--- src/rtl/gcim_pkg.sv ---
// Shared types, constants and helpers of the grid coordinate / index mapper.
`default_nettype none
package gcim_pkg;

    localparam int CW    = 10;        // coordinate width
    localparam int IW    = 30;        // linear index width
    localparam int EW    = 11;        // extent register width
    localparam int NDIM  = 3;
    localparam int NBIT  = CW * NDIM; // interleave slots
    localparam int PW    = 5;         // interleave position width
    localparam int NBW   = 4;         // per-dimension bit count width
    localparam int QDEPTH = 4;
    localparam int QAW   = 2;

    // item classes, settled at the front
    localparam logic [1:0] CLS_RM_FWD = 2'd0;
    localparam logic [1:0] CLS_RM_INV = 2'd1;
    localparam logic [1:0] CLS_MT_FWD = 2'd2;
    localparam logic [1:0] CLS_MT_INV = 2'd3;

    localparam logic OP_TO_INDEX = 1'b0;
    localparam logic MODE_MORTON = 1'b1;

    // register indexes
    localparam logic [1:0] REG_MODE = 2'd0;
    localparam logic [1:0] REG_EXT_X = 2'd1;
    localparam logic [1:0] REG_EXT_Y = 2'd2;
    localparam logic [1:0] REG_EXT_Z = 2'd3;

    typedef struct packed {
        logic [1:0]    cls;
        logic [CW-1:0] cx;
        logic [CW-1:0] cy;
        logic [CW-1:0] cz;
        logic [IW-1:0] idx;
    } t_item;

    // slot e = b*NDIM + d : bit b of dimension d
    typedef struct packed {
        logic [NBIT-1:0]         use_bits;
        logic [NBIT-1:0][PW-1:0] pos;
    } t_mmap;

    typedef struct packed {
        logic         full;
        logic         empty;
        logic [QAW:0] count;
    } t_qstat;

    // floor(log2(n)), zero for n of 0 or 1
    function automatic logic [NBW-1:0] floor_log2(input logic [EW-1:0] n);
        logic [NBW-1:0] lb;
        lb = '0;
        for (int i = 0; i < EW; i++) begin
            if (n[i]) lb = NBW'(i);
        end
        return lb;
    endfunction

endpackage
`default_nettype wire

--- src/rtl/gcim_front.sv ---
// Front end: classifies incoming beats and holds them in a short queue.
`default_nettype none
module gcim_front (
    input  wire logic                      i_clk,
    input  wire logic                      i_rst_n,
    input  wire logic                      i_push,
    input  wire logic                      i_operation,
    input  wire logic [gcim_pkg::CW-1:0]   i_coord_x,
    input  wire logic [gcim_pkg::CW-1:0]   i_coord_y,
    input  wire logic [gcim_pkg::CW-1:0]   i_coord_z,
    input  wire logic [gcim_pkg::IW-1:0]   i_linear_index,
    input  wire logic                      i_curve_mode,
    input  wire logic                      i_take,
    output gcim_pkg::t_item                o_item,
    output logic                           o_item_valid,
    output gcim_pkg::t_qstat               o_status
);

    gcim_pkg::t_item r_mem [gcim_pkg::QDEPTH];
    logic [gcim_pkg::QAW-1:0] r_wp;
    logic [gcim_pkg::QAW-1:0] r_rp;
    logic [gcim_pkg::QAW:0]   r_count;
    gcim_pkg::t_item          cls_item;
    logic                     do_push;
    logic                     do_pop;
    logic                     full;
    logic                     empty;

    // classify by mode and direction
    always_comb begin
        cls_item.cx  = i_coord_x;
        cls_item.cy  = i_coord_y;
        cls_item.cz  = i_coord_z;
        cls_item.idx = i_linear_index;
        if (i_curve_mode == gcim_pkg::MODE_MORTON) begin
            cls_item.cls = (i_operation == gcim_pkg::OP_TO_INDEX) ?
                           gcim_pkg::CLS_MT_FWD : gcim_pkg::CLS_MT_INV;
        end else begin
            cls_item.cls = (i_operation == gcim_pkg::OP_TO_INDEX) ?
                           gcim_pkg::CLS_RM_FWD : gcim_pkg::CLS_RM_INV;
        end
    end

    assign full    = r_count == (gcim_pkg::QAW+1)'(gcim_pkg::QDEPTH);
    assign empty   = r_count == '0;
    assign do_push = i_push && !full;
    assign do_pop  = i_take && !empty;

    // queue pointers and fill
    always_ff @(posedge i_clk) begin
        if (!i_rst_n) begin
            r_wp    <= '0;
            r_rp    <= '0;
            r_count <= '0;
        end else begin
            if (do_push) r_wp <= r_wp + 1'b1;
            if (do_pop)  r_rp <= r_rp + 1'b1;
            if (do_push && !do_pop) begin
                r_count <= r_count + 1'b1;
            end else if (do_pop && !do_push) begin
                r_count <= r_count - 1'b1;
            end
        end
    end

    always_ff @(posedge i_clk) begin
        if (do_push) r_mem[r_wp] <= cls_item;
    end

    assign o_item         = r_mem[r_rp];
    assign o_item_valid   = !empty;
    assign o_status.full  = full;
    assign o_status.empty = empty;
    assign o_status.count = r_count;

endmodule
`default_nettype wire

--- config.mk ---
export PLATFORM = sky130hd
export DESIGN_NAME = gcim_front
export DESIGN_NICKNAME = d
export VERILOG_FILES = /design/src/rtl/gcim_pkg.sv /design/src/rtl/gcim_front.sv
export SDC_FILE = /design/constraint.sdc
export NUM_CORES = 1
export LEC_CHECK = 0
export ABC_AREA = 0
export BUFFER_PORTS_ARGS = -buffer_cell sky130_fd_sc_hd__buf_2
export CORE_MARGIN = 2
export CORE_UTILIZATION = 40
export DETAILED_ROUTE_END_ITERATION = 8
export PLACE_DENSITY = 0.61
export SYNTH_ARGS = -nofsm -noshare
export SYNTH_HDL_FRONTEND = slang
export SYNTH_SLANG_ARGS = --single-unit
export TNS_END_PERCENT = 1
--- constraint.sdc ---
create_clock -name i_clk -period 4.4 [get_ports i_clk]
set_input_delay 0.22 -clock i_clk [delete_from_list [all_inputs] [get_ports i_clk]]
set_output_delay 0.22 -clock i_clk [all_outputs]
set_load 0.03 [all_outputs]
Word-level counts from Yosys, hierarchy flattened
Memory sizes are Yosys's and may differ from the RTL's. A register that Yosys moved wholly into a read port is not among the register bits.
Cells that the tools add are included.
Widths: inputs -> output; s select.
{"block": "totals", "mem_count": 1, "reg_bits": 7, "in_bits": 66, "ramBits": 248}
{"block": "classes", "n_reduce_logical": 10, "n_mux": 9, "n_eq_ne": 1, "n_addsub": 4}
{"name": "r_mem", "words": 4, "width": 62, "rd": 1, "rd_clocked_by_memory_dff": 1, "write_ports": 1, "line_no": "gcim_front.sv:19", "rtl": "gcim_pkg::t_item r_mem [gcim_pkg::QDEPTH];"}
{"op": "$mux 2", "count": 3}
{"op": "$mux 3", "count": 2}
{"op": "$add 2x1->2 const B", "count": 2}
{"op": "$logic_and 1x1->1", "count": 4}
{"op": "$logic_not 1->1", "count": 4}
{"op": "$mux 1", "count": 4}
{"op": "$add 3x1->3 const B", "count": 1}
{"op": "$eq 3x3->1 const B", "count": 1}
{"op": "$logic_not 3->1", "count": 1}
{"op": "$sub 3x1->3 const B", "count": 1}
{"op": "$reduce_bool 2->1", "count": 1}

Depth between registers and ports, before layout
{"block": "depth", "ltp_word": 7, "depth_mapped": 9}

Least setup slack after synthesis
Ideal clock, no wire load.
{"block": "synth_timing", "path_type": "reg2reg", "start": "reg r_count[0] (netlist bit)", "end": "mem r_mem[0][0] (netlist bit), enable pin", "required_time_ns": 3.973, "path_buffers": 1, "arrival_ns": 2.487, "path_slack_ns": 1.486, "stages_incl_launch_ff": 5, "synth_period_minus_slack_ns": 2.914, "setup_time_ns": 0.427, "cell_sequence": "dfxtp_1 nor3b_2 nor2b_1 buf_2 and2_1"}
{"block": "synth_between", "elab_chain_len": 5}
{"element": "start, declared", "line_no": "gcim_front.sv:22", "rtl": "logic [gcim_pkg::QAW:0] r_count;"}
{"element": "start signal, assigned", "line_no": "gcim_front.sv:59", "rtl": "r_count <= r_count + 1'b1;"}
{"element": "start signal, assigned", "line_no": "gcim_front.sv:61", "rtl": "r_count <= r_count - 1'b1;"}
{"element": "$eq 3x3->1", "line_no": "gcim_front.sv:44", "rtl": "assign full = r_count == (gcim_pkg::QAW+1)'(gcim_pkg::QDEPTH);"}
{"element": "net full", "line_no": "gcim_front.sv:26", "rtl": "logic full;"}
{"element": "$logic_not 1->1", "line_no": "gcim_front.sv:46", "rtl": "assign do_push = i_push && !full;"}
{"element": "$logic_and 1x1->1", "line_no": "gcim_front.sv:46"}
{"element": "net do_push", "line_no": "gcim_front.sv:24", "rtl": "logic do_push;"}
{"element": "$mux 1", "line_no": "gcim_front.sv:67", "rtl": "if (do_push) r_mem[r_wp] <= cls_item;"}
{"element": "$mux 1 (not written as such)", "line_no": "gcim_front.sv:67"}
{"element": "end, declared", "line_no": "gcim_front.sv:19"}
The timed path passes the listed nets, and every way through them passes these cells.

==> results.md <==
* Vias in the first global route at about 4,800
* VDD IR max at 0.356 mV
* Pins Over Slew Limit at 0
* Slew HR at 0.339
* Syn nets at ~450
* Antenna fix cells at 0
* RSZ-0062 raised after global routing: no
* First-pass GRT wire length at roughly 26 mm
* GPL Wtd Cong at around 0.73
* Commonest non-fill, non-tap cell in the layout: edfxtp_1
* Postcts setup bufs at 0
* Die height at between 150 and 200 um
* Final non-filler cell total at approximately 920
* Largest net degree at the start of global routing at 63
* Critical path peak fanout at 39
* Vias/cell at between 4 and 5
* Clock sink count at approximately 260
* Reg2Reg Depth at 8
* Initial DRC count at a little under 200
* Least-Margin Pin Slew at between 0.9 and 1 ns
* Hold Crit Depth at 2
* Total GRT Usage at 0.136
* Critical Path End Type: output port
* CTS tree: done
* Leak pwr at 3.98 nW
* # DRC at 0
* Layout Nets at between 600 and 700
* Die Area at roughly 0.025 mm^2
* Most frequent cells in the layout: edfxtp_1, buf_2, mux4_2, dlygate4sd3_1, clkbuf_16
* Input/output buffers at 133
* Layout cell share with drive strength beyond 1 at 0.398
* Endpoints failing setup at 0
* Hold Crit Class: input pin to flip-flop
* Clock Skews at around 0.011 ns
* Syn. warnings at 0
* Fmax at roughly 0.36 GHz
* Final period utilization at 0.640
* GR Overflow Total at 0
* Reg-to-reg setup timing slack at between 1.5 and 2 ns
* Clock buffer depth at 3
* Req. time, crit path at roughly 4.2 ns
* I/O Pins at about 130
* Worst hold start: i_rst_n
* Final Routed Wirelength at about 17 mm
* Tot Pwr at around 7 mW
* Total CTS buffers at 25
* Main synth FF type: edfxtp_1
* Die X-Extent at 158 um
* ANT nets after route at 0
* Max-cap check violation count at 0
* Crit Path Category: flip-flop to output port
* Synthesized area per cell at 25.4 um^2
* Seq/Total Area, Yosys at 0.802
* Outcome: finished, final reports clean
* Initial antenna violation count at 1
* DR vias at roughly 4,400
* #FFs+latches synth at about 260
* Unique masters post-synth at 23
* CTS H-Tree Depth at 1
* Post-synth EDFFs at ~250
* CP Launch Type: flip-flop
* Dpl cells at 811
* Clk root buf: clkbuf_16
* Initial core utilization at 0.406
* Clock-pin slew on the worst setup and hold paths at ~0.060 ns
* Syn Inst Count at around 380
* TritonRoute pass-1 iters at 6
* Worst Path Arrival at around 2.6 ns
* Placeable Area at 0.0234 mm^2
* Synthesized cell area at around 0.0095 mm^2
* Setup TNS at 0 ns
* Fraction of registers with async set/reset at 0
* Row cnt at 56
* RR Endpoint: r_count[2]
* Tmin final at 2.82 ns
* Hpwl dp at between 9 and 10 mm
* R2R Path Start: r_count[0]
* Wire per inst at approximately 18 um
* Clk Latency, worst-skew pair at about 0.5 ns
* Area grow syn2layout at 24.0%
* Final hold violations at 0
* Power Density at approximately 600 mW/mm^2
## per-layer routing
metal  GRT usage  vias to the layer above  part of all wire
met5           0                        -           0.00065
met4      0.0343                        2             0.015
met3      0.0285                       26             0.055
met2       0.234                      112              0.51
met1       0.179                     2293              0.42
li1            -                     1995                 -
## per-stage QoR
step                      setup WS (ns)  cell area, um^2   util  hold WS, ns
after floorplan                    1.49             9510      -        0.319
after global placement             2.02            10400  0.445        0.430
after detailed placement           1.87            10400  0.445        0.437
after CTS                          1.44            11800  0.504       0.0312
after global routing               1.33            11800  0.504       0.0486
final                              1.58            11800  0.504       0.0491
## Yosys cell counts (2+ instances only)
cell | instances | area (um^2)
buf_12 | 6 | 120
clkbuf_1 | 2 | 7.51
dfxtp_1 | 9 | 180
buf_2 | 7 | 35.0
or3_1 | 2 | 12.5
ha_1 | 5 | 62.6
and2_1 | 8 | 50.1
mux4_2 | 62 | 1400
edfxtp_1 | 248 | 7450
mux2i_1 | 3 | 30.0
nand2_1 | 4 | 15.0
inv_1 | 4 | 15.0
buf_4 | 2 | 15.0
xnor2_1 | 3 | 26.3
nor2b_1 | 2 | 12.5
## state kept, by name (all words and copies together) (netlist names), named ones only
signal	count
r_count	3
r_mem	248
r_rp	2
r_wp	2
## cell families (layout without fill, tap and decap cells)
group,count (synthesis),in the layout,share of synthesized area
flip-flops,257,257,0.802
multiplexers,65,65,0.150
buffers and inverters,22,245,0.0214
AND/OR/NAND/NOR,17,17,0.0108
adder cells (fa/ha/maj),6,6,0.00868
AO/OA/AOI/OAI,4,4,0.00355
XOR/XNOR,4,4,0.00368
## layout make-up
class                           instances  area, um^2
Clock inverter                          8        68.8
Clock buffer                           36         687
Fill cell                            1941       11600
Tap cell                              319         399
Sequential cell                       257        7630
Timing Repair Buffer                  197        1300
Inverter                                4        15.0
Multi-Input combinational cell         96        1690
## timing repair
action	4_1_cts	5_1_grt
hold endpoints to repair	248	0
hold buffers	62	0
resized for setup	0	0
## how the worst max path moves through the flow
stage	from	end	slack, ns	cells past startpoint
2_1_floorplan	r_count[0]	r_mem[0][0]	1.49	4
3_3_place_gp	flip-flop	o_item[59]	2.02	3
3_5_place_dp	r_count[0]	r_count[2]	1.87	8
4_1_cts	flip-flop	o_item[32]	1.44	3
5_1_grt	flip-flop	o_item[32]	1.33	3
6_report	flip-flop	o_item[32]	1.58	3
## critical path, cell delays in order (launching register included)
cell and delay, ns:
dfxtp_4 0.91, buf_4 0.42, mux4_2 0.56, buf_2 0.20
## power by group
group | internal, mW | total [mW] | switching, mW
clock | 1.14 | 1.97 | 0.827
sequential | 2.98 | 3.19 | 0.215
combinational | 0.749 | 1.85 | 1.10
No activity file was read; power rests on OpenSTA's default activity.
